### src/rtl/llac_pkg.sv
// Shared types, codes and a helper function for the link-local address claimer.
package llac_pkg;

   typedef enum logic [2:0] {
      PH_DISABLED = 3'd0,
      PH_INIT     = 3'd1,
      PH_WAIT     = 3'd2,
      PH_PROBE    = 3'd3,
      PH_ANNOUNCE = 3'd4,
      PH_BOUND    = 3'd5,
      PH_DEFEND   = 3'd6
   } phase_type;

   localparam logic [1:0] OP_POLL    = 2'd0;
   localparam logic [1:0] OP_START   = 2'd1;
   localparam logic [1:0] OP_RELEASE = 2'd2;

   localparam logic [1:0] IF_NONE  = 2'd0;
   localparam logic [1:0] IF_CLEAR = 2'd1;
   localparam logic [1:0] IF_APPLY = 2'd2;

   localparam logic REG_PROPOSED = 1'b0;
   localparam logic REG_DEFEND   = 1'b1;

   localparam logic [15:0] LL_NET_HI       = 16'hA9FE;
   localparam logic [15:0] BACKOFF_MS      = 16'd60000;
   localparam logic [15:0] PROBE_BASE_MS   = 16'd1000;
   localparam logic [31:0] ANNOUNCE_GAP_MS = 32'd2000;
   localparam logic [31:0] DEFEND_GAP_MS   = 32'd10000;
   localparam logic [3:0]  MAX_CONFLICTS   = 4'd10;
   localparam logic [3:0]  COLL_MAX        = 4'd15;
   localparam logic [1:0]  PROBES_NEEDED   = 2'd3;
   localparam logic [1:0]  ANNOUNCE_NUM    = 2'd2;
   localparam logic [1:0]  COUNT_MAX       = 2'd3;

   typedef struct packed {
      logic [31:0] proposed_address;
      logic        defend_enable;
   } cfg_type;

   typedef struct packed {
      logic [1:0]  operation;
      logic [31:0] now_ms;
      logic [15:0] random_addr;
      logic [31:0] random_wait;
      logic        arp_hit;
      logic        addr_conflict;
      logic        addr_is_auto;
   } item_type;

   typedef struct packed {
      logic [2:0]  fsm_state;
      logic [31:0] claim_addr;
      logic        send_arp;
      logic        is_probe;
      logic [1:0]  interface_action;
      logic        clear_conflict;
      logic        enabled;
      logic        rejected;
   } result_type;

   // Remainder by 1000, folding bytes with their weights modulo 1000.
   function automatic logic [9:0] mod1000(input logic [31:0] v);
      logic [17:0] s1;
      logic [12:0] s2;
      logic [10:0] s3;
      logic [10:0] r;
      s1 = 18'(v[7:0]) + (18'(v[15:8]) << 8) + 18'(v[23:16]) * 18'd536
         + 18'(v[31:24]) * 18'd216;
      s2 = 13'(s1[9:0]) + 13'(s1[17:10]) * 13'd24;
      s3 = 11'(s2[9:0]) + 11'(s2[12:10]) * 11'd24;
      r = (s3 >= 11'd1000) ? (s3 - 11'd1000) : s3;
      return r[9:0];
   endfunction

endpackage

### src/rtl/llac_csr.sv
// Configuration register file with APB-style access.
module llac_csr (
   input  logic                 clock,
   input  logic                 reset,
   input  logic                 csr_psel,
   input  logic                 csr_penable,
   input  logic                 csr_pwrite,
   input  logic [2:0]           csr_paddr,
   input  logic [31:0]          csr_pwdata,
   output logic [31:0]          csr_prdata,
   output logic                 csr_pready,
   output llac_pkg::cfg_type    cfg
);
   import llac_pkg::*;

   logic [31:0] proposed_ff;
   logic [31:0] proposed_in;
   logic        defend_ff;
   logic        defend_in;
   logic        wr_en;

   assign csr_pready = 1'b1;
   assign wr_en = csr_psel && csr_penable && csr_pwrite && csr_pready;

   always_comb begin
      proposed_in = proposed_ff;
      defend_in = defend_ff;
      if (wr_en) begin
         case (csr_paddr[2])
            REG_PROPOSED: proposed_in = csr_pwdata;
            REG_DEFEND:   defend_in = csr_pwdata[0];
            default:      ;
         endcase
      end
   end

   always_ff @(posedge clock) begin
      if (reset) begin
         proposed_ff <= '0;
         defend_ff <= 1'b1;
      end else begin
         proposed_ff <= proposed_in;
         defend_ff <= defend_in;
      end
   end

   always_comb begin
      case (csr_paddr[2])
         REG_PROPOSED: csr_prdata = proposed_ff;
         REG_DEFEND:   csr_prdata = {31'd0, defend_ff};
         default:      csr_prdata = '0;
      endcase
   end

   assign cfg.proposed_address = proposed_ff;
   assign cfg.defend_enable = defend_ff;

endmodule

### src/rtl/llac_core.sv
// Claim sequence state and the single-pass next-state and result logic.
module llac_core (
   input  logic                  clock,
   input  logic                  reset,
   input  logic                  step,
   input  llac_pkg::item_type    item,
   input  llac_pkg::cfg_type     cfg,
   output llac_pkg::result_type  result
);
   import llac_pkg::*;

   phase_type   phase_ff, phase_in;
   logic [31:0] cand_ff, cand_in;
   logic        reuse_ff, reuse_in;
   logic [31:0] init_stamp_ff, init_stamp_in;
   logic [31:0] probe_stamp_ff, probe_stamp_in;
   logic [31:0] ann_stamp_ff, ann_stamp_in;
   logic [31:0] def_stamp_ff, def_stamp_in;
   logic [15:0] span_ff, span_in;
   logic [1:0]  pcount_ff, pcount_in;
   logic [1:0]  acount_ff, acount_in;
   logic [3:0]  coll_ff, coll_in;

   logic [9:0]  rand_ms;
   logic [31:0] new_cand;
   logic        running;
   logic        go_init, go_probe, go_ann, go_defend;
   logic        do_probe, do_announce;
   logic [1:0]  pcount_base, acount_base;
   logic        act_arp, act_probe, act_clear, rej;
   logic [1:0]  act_if;

   assign rand_ms = mod1000(item.random_wait);
   assign new_cand = {LL_NET_HI, item.random_addr[15:9], 1'b1, item.random_addr[7:0]};
   assign running = (phase_ff != PH_DISABLED);

   always_comb begin
      phase_in = phase_ff;
      cand_in = cand_ff;
      reuse_in = reuse_ff;
      init_stamp_in = init_stamp_ff;
      probe_stamp_in = probe_stamp_ff;
      ann_stamp_in = ann_stamp_ff;
      def_stamp_in = def_stamp_ff;
      span_in = span_ff;
      pcount_in = pcount_ff;
      acount_in = acount_ff;
      coll_in = coll_ff;
      go_init = 1'b0;
      go_probe = 1'b0;
      go_ann = 1'b0;
      go_defend = 1'b0;
      do_probe = 1'b0;
      do_announce = 1'b0;
      act_arp = 1'b0;
      act_probe = 1'b0;
      act_if = IF_NONE;
      act_clear = 1'b0;
      rej = 1'b0;

      case (item.operation)
         OP_POLL: begin
            case (phase_ff)
               PH_INIT: begin
                  if (!reuse_ff) begin
                     cand_in = new_cand;
                  end
                  reuse_in = 1'b0;
                  phase_in = PH_WAIT;
                  span_in = 16'(rand_ms)
                          + ((coll_ff >= MAX_CONFLICTS) ? BACKOFF_MS : 16'd0);
               end
               PH_WAIT: begin
                  if ((item.now_ms - init_stamp_ff) > 32'(span_ff)) begin
                     go_probe = 1'b1;
                  end
               end
               PH_PROBE: begin
                  if (item.arp_hit || item.addr_conflict) begin
                     if (coll_ff < COLL_MAX) begin
                        coll_in = coll_ff + 4'd1;
                     end
                     go_init = 1'b1;
                  end else if (pcount_ff >= PROBES_NEEDED) begin
                     go_ann = 1'b1;
                  end else if ((item.now_ms - probe_stamp_ff) > 32'(span_ff)) begin
                     do_probe = 1'b1;
                  end
               end
               PH_ANNOUNCE: begin
                  if (acount_ff >= ANNOUNCE_NUM) begin
                     phase_in = PH_BOUND;
                  end else if (item.addr_conflict) begin
                     go_init = 1'b1;
                  end else if ((item.now_ms - ann_stamp_ff) > ANNOUNCE_GAP_MS) begin
                     do_announce = 1'b1;
                  end
               end
               PH_BOUND: begin
                  if (!item.addr_is_auto) begin
                     phase_in = PH_DISABLED;
                  end else if (item.addr_conflict) begin
                     if (cfg.defend_enable) begin
                        go_defend = 1'b1;
                     end else begin
                        go_init = 1'b1;
                     end
                  end
               end
               PH_DEFEND: begin
                  if (!item.addr_is_auto) begin
                     phase_in = PH_DISABLED;
                  end else if (item.addr_conflict) begin
                     go_init = 1'b1;
                  end else if ((item.now_ms - def_stamp_ff) > DEFEND_GAP_MS) begin
                     phase_in = PH_BOUND;
                  end
               end
               default: ;
            endcase
         end
         OP_START: begin
            if (running) begin
               rej = 1'b1;
            end else begin
               if (cfg.proposed_address[31:16] == LL_NET_HI) begin
                  cand_in = cfg.proposed_address;
                  reuse_in = 1'b1;
               end else begin
                  cand_in = '0;
                  reuse_in = 1'b0;
               end
               probe_stamp_in = '0;
               ann_stamp_in = '0;
               def_stamp_in = '0;
               span_in = '0;
               pcount_in = '0;
               acount_in = '0;
               coll_in = '0;
               go_init = 1'b1;
            end
         end
         OP_RELEASE: begin
            if (running) begin
               phase_in = PH_DISABLED;
            end
         end
         default: ;
      endcase

      if (go_init) begin
         phase_in = PH_INIT;
         init_stamp_in = item.now_ms;
         act_if = IF_CLEAR;
      end
      if (go_probe) begin
         phase_in = PH_PROBE;
         do_probe = 1'b1;
      end
      if (go_ann) begin
         phase_in = PH_ANNOUNCE;
         coll_in = '0;
         act_if = IF_APPLY;
         do_announce = 1'b1;
      end
      if (go_defend) begin
         phase_in = PH_DEFEND;
         def_stamp_in = item.now_ms;
         act_clear = 1'b1;
         do_announce = 1'b1;
      end

      pcount_base = go_probe ? 2'd0 : pcount_ff;
      acount_base = go_ann ? 2'd0 : acount_ff;
      if (go_ann) begin
         acount_in = 2'd0;
      end
      if (do_probe) begin
         probe_stamp_in = item.now_ms;
         span_in = 16'(rand_ms) + PROBE_BASE_MS;
         act_arp = 1'b1;
         act_probe = 1'b1;
         pcount_in = (pcount_base < COUNT_MAX) ? (pcount_base + 2'd1) : pcount_base;
      end
      if (do_announce) begin
         ann_stamp_in = item.now_ms;
         act_arp = 1'b1;
         acount_in = (acount_base < COUNT_MAX) ? (acount_base + 2'd1) : acount_base;
      end
   end

   always_ff @(posedge clock) begin
      if (reset) begin
         phase_ff <= PH_DISABLED;
         cand_ff <= '0;
         reuse_ff <= 1'b0;
         init_stamp_ff <= '0;
         probe_stamp_ff <= '0;
         ann_stamp_ff <= '0;
         def_stamp_ff <= '0;
         span_ff <= '0;
         pcount_ff <= '0;
         acount_ff <= '0;
         coll_ff <= '0;
      end else if (step) begin
         phase_ff <= phase_in;
         cand_ff <= cand_in;
         reuse_ff <= reuse_in;
         init_stamp_ff <= init_stamp_in;
         probe_stamp_ff <= probe_stamp_in;
         ann_stamp_ff <= ann_stamp_in;
         def_stamp_ff <= def_stamp_in;
         span_ff <= span_in;
         pcount_ff <= pcount_in;
         acount_ff <= acount_in;
         coll_ff <= coll_in;
      end
   end

   assign result.fsm_state = phase_in;
   assign result.claim_addr = cand_in;
   assign result.send_arp = act_arp;
   assign result.is_probe = act_probe;
   assign result.interface_action = act_if;
   assign result.clear_conflict = act_clear;
   assign result.enabled = (phase_in != PH_DISABLED);
   assign result.rejected = rej;

endmodule

### src/rtl/link_local_address_claimer.sv
// Top level of the link-local address claimer: channel registers around the claim logic.
// Each request transfer carries one start, poll or release event and yields exactly one
// response transfer. A request is captured in an input register, evaluated against the
// claim state in a single combinational pass, and its response lands in an output
// register; one request is taken every cycle while the response side keeps up.
// The two registers of the configuration port must be written only while no event is in
// flight; the block itself does not enforce this.
module link_local_address_claimer (
   input  logic         clock,
   input  logic         reset,
   input  logic         req_tvalid,
   output logic         req_tready,
   input  logic [87:0]  req_tdata,   // now_ms, random_addr, random_wait, arp_hit,
                                     // addr_conflict, addr_is_auto, zero fill
   input  logic [1:0]   req_tuser,   // operation
   output logic         rsp_tvalid,
   input  logic         rsp_tready,
   output logic [47:0]  rsp_tdata,   // fsm_state, claim_addr, send_arp, is_probe,
                                     // interface_action, clear_conflict, enabled,
                                     // rejected, zero fill
   input  logic         csr_psel,
   input  logic         csr_penable,
   input  logic         csr_pwrite,
   input  logic [2:0]   csr_paddr,
   input  logic [31:0]  csr_pwdata,
   output logic [31:0]  csr_prdata,
   output logic         csr_pready
);
   import llac_pkg::*;

   cfg_type    cfg;
   item_type   in_item_ff, in_item_in;
   logic       in_valid_ff, in_valid_in;
   result_type out_res_ff, out_res_in;
   logic       out_valid_ff, out_valid_in;
   result_type core_res;
   logic       advance;
   logic       req_fire;

   llac_csr u_csr (
      .clock       (clock),
      .reset       (reset),
      .csr_psel    (csr_psel),
      .csr_penable (csr_penable),
      .csr_pwrite  (csr_pwrite),
      .csr_paddr   (csr_paddr),
      .csr_pwdata  (csr_pwdata),
      .csr_prdata  (csr_prdata),
      .csr_pready  (csr_pready),
      .cfg         (cfg)
   );

   llac_core u_core (
      .clock  (clock),
      .reset  (reset),
      .step   (advance),
      .item   (in_item_ff),
      .cfg    (cfg),
      .result (core_res)
   );

   assign advance = in_valid_ff && (!out_valid_ff || rsp_tready);
   assign req_tready = !in_valid_ff || !out_valid_ff || rsp_tready;
   assign req_fire = req_tvalid && req_tready;

   always_comb begin
      in_item_in = in_item_ff;
      in_valid_in = in_valid_ff;
      if (req_fire) begin
         in_item_in.operation = req_tuser;
         in_item_in.now_ms = req_tdata[31:0];
         in_item_in.random_addr = req_tdata[47:32];
         in_item_in.random_wait = req_tdata[79:48];
         in_item_in.arp_hit = req_tdata[80];
         in_item_in.addr_conflict = req_tdata[81];
         in_item_in.addr_is_auto = req_tdata[82];
         in_valid_in = 1'b1;
      end else if (advance) begin
         in_valid_in = 1'b0;
      end

      out_res_in = out_res_ff;
      out_valid_in = out_valid_ff;
      if (advance) begin
         out_res_in = core_res;
         out_valid_in = 1'b1;
      end else if (rsp_tready) begin
         out_valid_in = 1'b0;
      end
   end

   always_ff @(posedge clock) begin
      if (reset) begin
         in_valid_ff <= 1'b0;
         out_valid_ff <= 1'b0;
      end else begin
         in_valid_ff <= in_valid_in;
         out_valid_ff <= out_valid_in;
      end
      in_item_ff <= in_item_in;
      out_res_ff <= out_res_in;
   end

   assign rsp_tvalid = out_valid_ff;
   assign rsp_tdata = {6'd0, out_res_ff.rejected, out_res_ff.enabled,
                       out_res_ff.clear_conflict, out_res_ff.interface_action,
                       out_res_ff.is_probe, out_res_ff.send_arp,
                       out_res_ff.claim_addr, out_res_ff.fsm_state};

   a_stalled_item_kept: assert property (@(posedge clock) disable iff (reset)
      in_valid_ff && !advance |=> in_valid_ff)
      else $error("Waiting request was dropped.");

   a_disabled_state: assert property (@(posedge clock) disable iff (reset)
      out_valid_ff && !out_res_ff.enabled |-> out_res_ff.fsm_state == PH_DISABLED)
      else $error("Stopped service reports an active state.");

   a_probe_arp: assert property (@(posedge clock) disable iff (reset)
      out_valid_ff && out_res_ff.is_probe |->
         out_res_ff.send_arp && out_res_ff.fsm_state == PH_PROBE)
      else $error("Probe reported outside the probe state.");

   a_apply_announce: assert property (@(posedge clock) disable iff (reset)
      out_valid_ff && out_res_ff.interface_action == IF_APPLY |->
         out_res_ff.fsm_state == PH_ANNOUNCE && out_res_ff.send_arp)
      else $error("Address applied without an announcement.");

   a_reject_running: assert property (@(posedge clock) disable iff (reset)
      out_valid_ff && out_res_ff.rejected |-> out_res_ff.enabled)
      else $error("Start rejected while the service was stopped.");

endmodule
### config.mk
export PLATFORM = sky130hd
export DESIGN_NAME = link_local_address_claimer
export DESIGN_NICKNAME = d
export VERILOG_FILES = /design/src/rtl/llac_pkg.sv /design/src/rtl/llac_csr.sv /design/src/rtl/llac_core.sv /design/src/rtl/link_local_address_claimer.sv
export SDC_FILE = /design/constraint.sdc
export NUM_CORES = 1
export LEC_CHECK = 0
export ABC_CLOCK_PERIOD_IN_PS = 14800
export BUFFER_PORTS_ARGS = -buffer_cell sky130_fd_sc_hd__buf_2
export CAP_MARGIN = 20
export CELL_PAD_IN_SITES_DETAIL_PLACEMENT = 1
export CELL_PAD_IN_SITES_GLOBAL_PLACEMENT = 1
export CORE_UTILIZATION = 45
export DETAILED_ROUTE_END_ITERATION = 6
export GPL_ROUTABILITY_DRIVEN = 0
export PLACE_DENSITY_LB_ADDON = 0.05
export SLEW_MARGIN = 20
export SYNTH_ARGS = -nofsm -noshare
export SYNTH_HDL_FRONTEND = slang
export SYNTH_SLANG_ARGS = --single-unit
export TNS_END_PERCENT = 10
### constraint.sdc
create_clock -name clock -period 14.8 [get_ports clock]
set_input_delay 1.48 -clock clock [delete_from_list [all_inputs] [get_ports clock]]
set_output_delay 1.48 -clock clock [all_outputs]
set_load 0.02 [all_outputs]
==> impl_summary.log, run 1 <==
INFO  metric die-width = 239 um
INFO  metric areaGrowthSynthToFinish = 12.5%
INFO  metric vias = 23277
INFO  metric post-cts-setup-buffers = 0
INFO  metric core_region_area = 55200 um2
INFO  metric hold-path-endpoint = u_core.cand_ff[30]
INFO  metric ys_seq_area_share = 32.4%
INFO  metric clock_insertion_delay_worst_skew = 0.60 ns
INFO  metric synth_area_per_cell = 8.25 um2
INFO  metric worst_hold_path_type = register to register
INFO  metric grt_overflow_total = 0
INFO  metric grt_antenna_before_repair = 5
INFO  metric routed_via_density = 5.84
INFO  metric detail_route.wirelength = 79600 um
INFO  metric worst_ep_arrival_time = 12.46 ns
INFO  metric synthDistinctLibCells = 87
INFO  metric final_layout_size_suffix_gt1_share = 10.4%
INFO  metric synth_enable_flop_cells = 126
INFO  metric final_min_period_over_clock_period = 80.8%
INFO  metric totalNegativeSetupSlack = 0 ns
INFO  metric io_buffers = 199
INFO  metric drt_pass1_iterations = 7
INFO  metric synth.cell_area = 25200 um2
INFO  metric timing.critical_path.required = 15.30 ns
INFO  metric clock_sink_count = 345
INFO  metric hold_violation_total_from_the_final_report = 0
INFO  metric cp-start-kind = register
INFO  metric slew-limit-headroom = 28.1%
INFO  metric final.fill_count = 6711
INFO  metric core.rowCount = 86
INFO  metric postRouteAntennaNets = 0
INFO  metric critPathCaptureType = register
INFO  metric grt_max_degree = 115
INFO  metric post_cts_resize_count = 0
INFO  metric area_taken_by_multi_input_logic_gates = 15700 um2
INFO  metric r2r-end = u_core.span_ff[8]
INFO  metric dpl.hpwl = 59600 um
INFO  metric asyncSetResetFlopFracSynth = 0%
INFO  metric critical_path.max_fanout = 8
INFO  metric run_status = completed
INFO  metric timing.final.crit_period = 11.96 ns
INFO  metric cap_violations = 0
INFO  metric timing.critical_path.slowest_stage_cell = o21ai_0
INFO  metric drv_slew = 0
INFO  metric design.portCount = 215
INFO  metric clock_skew = 0.0254 ns
INFO  metric number_of_antenna_diodes = 0
INFO  metric fp.dieArea = 56900 um2
INFO  metric final_nets = 3618
INFO  metric numCtsBuffers = 43
INFO  metric global_route_wire_length_before_repair = 128000 um
INFO  metric synth_warnings = 0
INFO  metric cpMostUsedCell = ha_1
INFO  metric seqCellArea = 8170 um2
INFO  metric die_height = 239 um
INFO  metric starting_density_of_the_core = 45.6%
INFO  metric first_global_vias = 24591
INFO  metric r2r_setup_slack = 2.84 ns
INFO  metric holdCritStartpoint = u_core.cand_ff[30]
INFO  metric detail_route.drc_violations = 0
INFO  metric cts_hold_buffers = 0
INFO  metric rsz0062_at_grt = no
INFO  metric cts_tree = done
INFO  metric worst-slew-pin-transition = 1.05 ns
INFO  metric cp_slowest_stage_delay = 0.72 ns
INFO  metric cts-htree-levels = 2
INFO  metric ys.flop_type = dfxtp_1
INFO  metric critical_path.reg2reg.startpoint = in_item_ff[29]
INFO  metric ctsRootBufferMaster = clkbuf_16
INFO  metric timing.reg2reg.worst_path_depth = 49
INFO  metric clock.fmax = 0.0836 GHz
INFO  metric worstHoldPathCells = 1
INFO  metric detail_route.iter0.violations = 1055
INFO  metric clk_pin_slew_worst_paths = 0.06 ns
INFO  metric groute.usage.overall = 27.9%
INFO  metric finalSetupViolCount = 0
INFO  metric synthCells = 3053
INFO  metric route.detailed.wl_per_inst = 20.0 um
INFO  metric timing.setup.critical_path_class = register to register
INFO  metric synth.ff_latch_count = 345
INFO  metric ctsLongestPathBuffers = 3
## worst max path at each step
stage,startpoint,to,depth (start not counted)
finish,in_item_ff[29],u_core.span_ff[8],49
global placement,in_item_ff[29],u_core.span_ff[8],48
detailed placement,in_item_ff[29],u_core.span_ff[8],49
floorplan,in_item_ff[29],u_core.span_ff[8],48
CTS,in_item_ff[29],u_core.span_ff[8],49
global route,in_item_ff[29],u_core.span_ff[8],49
## cells in the final DEF, fill, tap and decap left out, types with 11 or more instances in the layout
| cell type | instances |
|---|---|
| nand2_1 | 439 |
| a21oi_1 | 339 |
| ha_1 | 253 |
| inv_1 | 235 |
| dfxtp_1 | 219 |
| buf_2 | 198 |
| nor2_1 | 158 |
| edfxtp_1 | 126 |
| o21ai_0 | 122 |
| nand3_1 | 86 |
| nand4_1 | 77 |
| xnor2_1 | 77 |
| a21o_1 | 65 |
| nor3_1 | 62 |
| nor2b_1 | 55 |
| xor2_1 | 48 |
| clkbuf_16 | 44 |
| o21a_1 | 37 |
| a22o_1 | 35 |
| buf_4 | 32 |
| and2_1 | 31 |
| a211oi_1 | 31 |
| fa_1 | 30 |
| nand2b_1 | 28 |
| o211ai_1 | 25 |
| o21bai_1 | 21 |
| a22oi_1 | 18 |
| or3_1 | 18 |
| nor4_1 | 15 |
| and3_1 | 15 |
| o2111ai_1 | 13 |
| o31ai_1 | 13 |
| a31oi_1 | 13 |
| mux2i_1 | 12 |
| a21boi_0 | 12 |
| clkbuf_1 | 12 |
| or4_1 | 11 |
## per-layer routing
metal | GRT usage, % | share of wire (%)
met1 | 34.3 | 44
met2 | 49.6 | 49
met3 | 4.00 | 3.8
met4 | 9.56 | 3.1
met5 | 0 | 0.069
## cells by family after synthesis
family	Yosys count	share of synthesized area, %
AOI/OAI and AO/OA	859	22.0
xor gates and xnor gates	125	4.35
adders and majority gates	283	15.0
buffers and inverters	367	5.60
DFF	345	32.4
muxes	19	0.790
other	2	0.0298
and+or+nand+nor	1053	19.9
## worst max-delay path: cells and delay by family (launching register included)
family	cells	cell delay [ns]
adders and majority gates	11	4.14
and+or+nand+nor	13	2.37
xor gates and xnor gates	7	1.73
DFF	1	0.46
AOI/OAI and AO/OA	15	3.01
buffers and inverters	3	0.14
## final cells by class
cell class	instances	area share, %
Clock buffer	64	4.41
Clock inverter	14	0.693
Inverter	236	3.13
Multi-Input combinational cell	2346	55.3
Sequential cell	345	28.8
Tap cell	748	3.30
Timing Repair Buffer	231	4.38
## Yosys cell counts (37+ instances only)
cell	number	area (um2)
ha_1	253	3170
a21oi_1	339	1700
nor3_1	64	320
nand4_1	77	482
nand3_1	86	430
dfxtp_1	219	4380
nor2_1	160	601
xor2_1	48	420
o21a_1	37	278
clkbuf_1	110	413
nand2_1	440	1650
xnor2_1	77	674
nor2b_1	55	344
o21ai_0	122	611
a21o_1	65	488
inv_1	235	882
edfxtp_1	126	3780
## sequential cells by signal, indices dropped and copies added, names as in the netlist, 32 cells and up
signal and cells:
u_core.ann_stamp_ff 32, u_core.init_stamp_ff 32, u_csr.proposed_ff 32, u_core.probe_stamp_ff 32, rsp_tdata 42, u_core.cand_ff 32
u_core.def_stamp_ff 32, in_item_ff 84
## through the flow
step	instances	worst slack [ns]	util [%]	cell area (um2)	hold WS, ns
finish	3984	2.84	51.3	28300	0.449
global route	3984	1.85	51.3	28300	0.481
CTS	3984	2.76	51.3	28300	0.454
detailed placement	3906	2.82	48.7	26900	0.439
global placement	3906	3.37	48.7	26900	0.440
floorplan	3058	4.34	-	25200	0.421
Power of run 1 is not shown: default switching activity piles up to over one toggle a cycle in this logic, so the estimate is an artifact.
==> run 2, diff against run 1 <==
--- a/config.mk
+++ b/config.mk
@@ -5,12 +5,12 @@
 export SDC_FILE = /design/constraint.sdc
 export NUM_CORES = 1
 export LEC_CHECK = 0
-export ABC_CLOCK_PERIOD_IN_PS = 14800
+export ABC_CLOCK_PERIOD_IN_PS = 9610
 export BUFFER_PORTS_ARGS = -buffer_cell sky130_fd_sc_hd__buf_2
 export CAP_MARGIN = 20
 export CELL_PAD_IN_SITES_DETAIL_PLACEMENT = 1
 export CELL_PAD_IN_SITES_GLOBAL_PLACEMENT = 1
-export CORE_UTILIZATION = 45
+export CORE_UTILIZATION = 42
 export DETAILED_ROUTE_END_ITERATION = 6
 export GPL_ROUTABILITY_DRIVEN = 0
 export PLACE_DENSITY_LB_ADDON = 0.05
==> constraint.sdc (replaced) <==
create_clock -name clock -period 9.61 [get_ports clock]
set_input_delay 0.961 -clock clock [delete_from_list [all_inputs] [get_ports clock]]
set_output_delay 0.961 -clock clock [all_outputs]
set_load 0.02 [all_outputs]
==> impl_summary.log, run 2 (synthesized netlist as in run 1, its figures left out) <==
INFO  metric postRouteAntennaNets = 0 (unchanged)
INFO  metric layout.cells.most_common_list = nand2_1 (438), a21oi_1 (330), ha_1 (240)
INFO  metric r2r_setup_slack = -0.52 ns (-3.36 ns)
INFO  metric worst-slew-pin-transition = 1.11 ns (+0.0550 ns)
INFO  metric cp_slowest_stage_delay = 0.55 ns (-0.17 ns)
INFO  metric place_ws = -0.735 ns (-3.56 ns)
INFO  metric seqCellArea = 8170 um2 (unchanged)
INFO  metric dp.cells = 4007 (+2.6%)
INFO  metric final_min_period_over_clock_period = 105% (+25 points)
INFO  metric timing.reg2reg.worst_path_depth = 49 (unchanged)
INFO  metric global_route_wire_length_before_repair = 131000 um (+2.5%)
INFO  metric core.rowCount = 89 (+3.5%)
INFO  metric routed_via_density = 5.76 (-1.4%)
INFO  metric number_of_antenna_diodes = 0 (unchanged)
INFO  metric grt_max_degree = 68 (-41%)
INFO  metric hold_violation_total_from_the_final_report = 0 (unchanged)
INFO  metric drv_slew = 0 (unchanged)
INFO  metric worst_hold_path_type = register to register
INFO  metric critPathCaptureType = register
INFO  metric regMostFlops = in_item_ff
INFO  metric layout.cells.non_filler = 4096 (+2.8%)
INFO  metric timing.critical_path.slowest_stage_cell = fa_1
INFO  metric final_layout_size_suffix_gt1_share = 14.5% (+4.2 points)
INFO  metric timing.final.crit_period = 10.13 ns (-1.83 ns)
INFO  metric numCtsBuffers = 43 (unchanged)
INFO  metric io_buffers = 199 (unchanged)
INFO  metric cts_hold_buffers = 0 (unchanged)
INFO  metric worst_ep_arrival_time = 10.64 ns (-1.82 ns)
INFO  metric vias = 23605 (+1.4%)
INFO  metric clk_pin_slew_worst_paths = 0.05 ns (about the same)
INFO  metric holdWs = 0.456 ns (+0.00667 ns)
INFO  metric cap_violations = 0 (unchanged)
INFO  metric ctsLongestPathBuffers = 3 (unchanged)
INFO  metric violated_checks = DRC, setup timing
INFO  metric placement.cell_area = 27700 um2 (+2.9%)
INFO  metric ctsRootBufferMaster = clkbuf_16
INFO  metric clock_sink_count = 345 (unchanged)
INFO  metric drt_pass1_iterations = 7 (unchanged)
INFO  metric grt_overflow_total = 0 (unchanged)
INFO  metric die_height = 247 um (+3.5%)
INFO  metric route.detailed.wl_per_inst = 20.0 um (+0.15%)
INFO  metric grt_antenna_before_repair = 2 (-3)
INFO  metric r2r-end = u_core.span_ff[9]
INFO  metric groute.usage.overall = 26.8% (-1.1 points)
INFO  metric worstHoldPathCells = 2 (+1)
INFO  metric critical_path.max_fanout = 5 (-3)
INFO  metric slew-limit-headroom = 25.3% (-2.8 points)
INFO  metric rsz0062_at_grt = yes
INFO  metric final_nets = 3703 (+2.3%)
INFO  metric dpl.hpwl = 61300 um (+2.9%)
INFO  metric areaGrowthSynthToFinish = 16.7%
INFO  metric cts-htree-levels = 2 (unchanged)
INFO  metric area_taken_by_multi_input_logic_gates = 16000 um2 (+2.3%)
INFO  metric critical_path.reg2reg.startpoint = in_item_ff[28]
INFO  metric core_region_area = 59100 um2 (+7.1%)
INFO  metric timing.setup.critical_path_class = register to register
INFO  metric clock_skew = 0.0327 ns (+0.00731 ns)
INFO  metric die-width = 247 um (+3.5%)
INFO  metric cpMostUsedCell = ha_4
INFO  metric clock_insertion_delay_worst_skew = 0.60 ns (about the same)
INFO  metric hold-path-endpoint = u_core.init_stamp_ff[21]
INFO  metric holdCritStartpoint = u_core.init_stamp_ff[21]
INFO  metric final.fill_count = 7121 (+6.1%)
INFO  metric cts_tree = done
INFO  metric first_global_vias = 24984 (+1.6%)
INFO  metric run_status = finished with violations
INFO  metric finalSetupViolCount = 6 (+6)
INFO  metric cp-start-kind = register
INFO  metric layout.cells.most_common = nand2_1
INFO  metric detail_route.wirelength = 81900 um (+3.0%)
INFO  metric timing.critical_path.required = 10.12 ns (-5.18 ns)
INFO  metric detail_route.iter0.violations = 962 (-8.8%)
INFO  metric detail_route.drc_violations = 8 (+8)
INFO  metric clock.fmax = 0.0987 GHz (+18%)
INFO  metric layout.cell_area.non_filler = 29400 um2 (+3.7%)
INFO  metric starting_density_of_the_core = 42.6% (-3.0 points)
INFO  metric post-route-worst-setup-slack = -0.524 ns (-3.36 ns)
INFO  metric largest_register_ff_count = 84 (unchanged)
INFO  metric fp.dieArea = 60900 um2 (+7.1%)
INFO  metric design.portCount = 215 (unchanged)
run 2: how the worst max path moves through the flow:
stage,startpoint,end,depth (start not counted)
after floorplan,in_item_ff[29],u_core.span_ff[9],49
after CTS,in_item_ff[29],u_core.span_ff[9],49
after detailed placement,in_item_ff[29],u_core.span_ff[9],51
after global routing,in_item_ff[28],u_core.span_ff[8],52
after global placement,in_item_ff[29],u_core.span_ff[8],50
final,in_item_ff[28],u_core.span_ff[9],49
run 2: per-stage QoR:
step                util [%]  setup TNS (ns)
floorplan                  -               0
global placement        46.8           -1.68
detailed placement      46.8           -3.92
CTS                     49.5           -2.52
global route            49.7           -6.77
finish                  49.7           -2.40
run 2: timing repair:
action                     CTS  global route
buffers inserted             7             2
gates cloned                 0             0
pin swaps                   26            20
resized for setup           20            23
setup endpoints to repair    7             8
run 2: cell type report:
class                      count  area share [%]
sequential                   345            27.8
timing repair buffer         316            6.40
clock buffer                  54            4.08
tap                          773            3.29
clock inverter                26           0.907
multi-input combinational   2346            54.5
inverter                     236            3.02
run 2: routing by layer:
metal | share of wire (%) | global-route usage (%)
met2 | 50 | 48.3
met4 | 3.5 | 9.84
met5 | 0.028 | 0
met1 | 43 | 31.8
met3 | 3.8 | 4.08
run 2: critical path: cells and delay by family (launching register included):
family	cells	cell delay, ns
adders and majority gates	13	3.97
and+or+nand+nor	15	2.64
AOI/OAI and AO/OA	12	1.84
xor gates and xnor gates	4	0.74
DFF	1	0.45
buffers and inverters	4	0.27
muxes	1	0.09
Power of run 2 is left out for the same reason.
==> run 3, diff against run 2 <==
--- a/config.mk
+++ b/config.mk
@@ -5,15 +5,16 @@
 export SDC_FILE = /design/constraint.sdc
 export NUM_CORES = 1
 export LEC_CHECK = 0
-export ABC_CLOCK_PERIOD_IN_PS = 9610
+export ABC_CLOCK_PERIOD_IN_PS = 12450
 export BUFFER_PORTS_ARGS = -buffer_cell sky130_fd_sc_hd__buf_2
 export CAP_MARGIN = 20
 export CELL_PAD_IN_SITES_DETAIL_PLACEMENT = 1
 export CELL_PAD_IN_SITES_GLOBAL_PLACEMENT = 1
-export CORE_UTILIZATION = 42
+export CORE_UTILIZATION = 45
 export DETAILED_ROUTE_END_ITERATION = 6
 export GPL_ROUTABILITY_DRIVEN = 0
 export PLACE_DENSITY_LB_ADDON = 0.05
+export SETUP_SLACK_MARGIN = 0.4
 export SLEW_MARGIN = 20
 export SYNTH_ARGS = -nofsm -noshare
 export SYNTH_HDL_FRONTEND = slang
==> constraint.sdc (replaced) <==
create_clock -name clock -period 12.45 [get_ports clock]
set_input_delay 1.245 -clock clock [delete_from_list [all_inputs] [get_ports clock]]
set_output_delay 1.245 -clock clock [all_outputs]
set_load 0.02 [all_outputs]
==> impl_summary.log, run 3 (synthesized netlist as in run 1, its figures left out) <==
INFO  metric run_status = completed
INFO  metric detail_route.drc_violations = 0 (-8)
INFO  metric drt_met1_wl = 35100 um (-0.68%)
INFO  metric numCtsBuffers = 42 (-2.3%)
INFO  metric timing.setup.critical_path_class = register to register
INFO  metric cp-start-kind = register
INFO  metric layout.cells.most_common = nand2_1
INFO  metric clock.fmax = 0.0884 GHz (-10%)
INFO  metric ctsLongestPathBuffers = 3 (unchanged)
INFO  metric drv_slew = 0 (unchanged)
INFO  metric groute.usage.overall = 28.0% (+1.3 points)
INFO  metric layout.cells.most_common_list = nand2_1 (439), a21oi_1 (338), ha_1 (253)
INFO  metric cap_violations = 0 (unchanged)
INFO  metric worst_hold_path_type = register to register
INFO  metric routed_via_density = 5.85 (+1.5%)
INFO  metric cts_tree = done
INFO  metric die-width = 239 um (-3.4%)
INFO  metric layout.cell_area.non_filler = 28400 um2 (-3.2%)
INFO  metric core.rowCount = 86 (-3.4%)
INFO  metric critPathCaptureType = register
INFO  metric starting_density_of_the_core = 45.6% (+3.0 points)
INFO  metric drt_pass1_iterations = 5 (-2)
INFO  metric clk_pin_slew_worst_paths = 0.06 ns (about the same)
INFO  metric global_route_wire_length_before_repair = 129000 um (-1.9%)
INFO  metric fp.dieArea = 56900 um2 (-6.6%)
INFO  metric hold_violation_total_from_the_final_report = 0 (unchanged)
INFO  metric dp.cells = 3904 (-2.6%)
INFO  metric grt_max_degree = 116 (+71%)
INFO  metric detail_route.wirelength = 80300 um (-2.0%)
INFO  metric dpl.hpwl = 59300 um (-3.3%)
INFO  metric totalNegativeSetupSlack = 0 ns (+2.40 ns)
INFO  metric grt_overflow_total = 0 (unchanged)
INFO  metric areaGrowthSynthToFinish = 12.9%
INFO  metric timing.final.crit_period = 11.32 ns (+1.18 ns)
INFO  metric timing.critical_path.required = 12.97 ns (+2.85 ns)
INFO  metric topRoutingLayerUsed = met5
INFO  metric core_region_area = 55200 um2 (-6.6%)
INFO  metric slew-limit-headroom = 33.6% (+8.3 points)
INFO  metric route.detailed.wl_per_inst = 20.2 um (+0.78%)
INFO  metric regMostFlops = in_item_ff
INFO  metric worst_ep_arrival_time = 11.83 ns (+1.19 ns)
INFO  metric placement.cell_area = 26900 um2 (-2.9%)
INFO  metric largest_register_ff_count = 84 (unchanged)
INFO  metric design.portCount = 215 (unchanged)
INFO  metric postRouteAntennaNets = 0 (unchanged)
INFO  metric layout.cells.non_filler = 3984 (-2.7%)
INFO  metric clock_skew = 0.0371 ns (+0.00438 ns)
INFO  metric cpMostUsedCell = ha_1
INFO  metric place_ws = 0.534 ns (+1.27 ns)
INFO  metric finalSetupViolCount = 0 (-6)
INFO  metric first_global_vias = 24494 (-2.0%)
INFO  metric timing.critical_path.slowest_stage_cell = or4_1
INFO  metric vias = 23315 (-1.2%)
INFO  metric critical_path.max_fanout = 7 (+2)
INFO  metric die_height = 239 um (-3.4%)
INFO  metric worst-slew-pin-transition = 0.996 ns (-0.110 ns)
INFO  metric io_buffers = 199 (unchanged)
INFO  metric cp_slowest_stage_delay = 0.59 ns (+0.04 ns)
INFO  metric final_nets = 3616 (-2.3%)
INFO  metric final_min_period_over_clock_period = 90.9% (-15 points)
INFO  metric clock_sink_count = 345 (unchanged)
INFO  metric post-route-worst-setup-slack = 1.13 ns (+1.66 ns)
INFO  metric route.met2.wl = 39500 um (-2.7%)
INFO  metric cts-htree-levels = 2 (unchanged)
INFO  metric clock_insertion_delay_worst_skew = 0.60 ns (about the same)
INFO  metric rsz0062_at_grt = no
INFO  metric final_layout_size_suffix_gt1_share = 10.7% (-3.8 points)
INFO  metric met3_length = 3150 um (+2.3%)
INFO  metric ctsRootBufferMaster = clkbuf_16
INFO  metric grt_antenna_before_repair = 3 (+1)
INFO  metric detail_route.iter0.violations = 1226 (+27%)
==> run 3: changes by cell type in the layout (fill, tap and decap cells not counted), moves of 5 or more <==
cell / previous run / this run
buf_4: 117 / 31
a21oi_1: 330 / 338
xnor2_1: 67 / 74
o21ai_0: 113 / 121
nor3_1: 57 / 62
ha_4: 8 / 0
ha_1: 240 / 253
ha_2: 5 / 0
a21oi_2: 8 / 1
o21ai_1: 12 / 6
xnor2_2: 10 / 3
==> run 3: per-layer routing <==
layer,track usage [%],up-vias
met1,34.5,11449
met2,49.9,470
met3,4.00,136
met4,9.50,6
li1,-,11254
met5,0,-
==> run 3: layout make-up <==
cell class	instances	area, um2
fill	6662	26800
multi-input combinational	2346	15700
sequential	345	8170
timing repair buffer	230	1230
clock buffer	55	1180
tap	748	936
inverter	236	886
clock inverter	23	314
antenna	1	2.50
==> run 3: worst paths after layout <==
check | startpoint | to | slack, ns | cells after the start
max | in_item_ff[29] | u_core.span_ff[9] | 1.13 | 51
min | u_core.init_stamp_ff[1] | u_core.init_stamp_ff[1] | 0.45 | 2
max reg2reg | in_item_ff[29] | u_core.span_ff[9] | 1.13 | 51
min reg2reg | u_core.init_stamp_ff[1] | u_core.init_stamp_ff[1] | 0.45 | 2
==> run 3: critical path, delay by kind of cell (launching register included) <==
kind,cells,cell delay (ns)
AO/OA/AOI/OAI,15,2.87
XOR/XNOR,5,1.10
adder cells (fa/ha/maj),12,4.13
buffers and inverters,5,0.30
flip-flops,1,0.45
multiplexers,1,0.10
AND/OR/NAND/NOR,13,2.30
==> run 3: what timing repair did <==
item,in CTS,in global routing
setup endpoints to repair,1,6
resized for setup,1,8
hold buffers,0,0
pin swaps,0,1
setup buffers,0,1
==> run 3: metrics by stage <==
step	hold slack, ns	util (%)
CTS	0.456	51.4
detailed placement	0.442	48.7
finish	0.454	51.5
floorplan	0.421	-
global route	0.469	51.5
global placement	0.439	48.7
Power of run 3 is left out for the same reason.
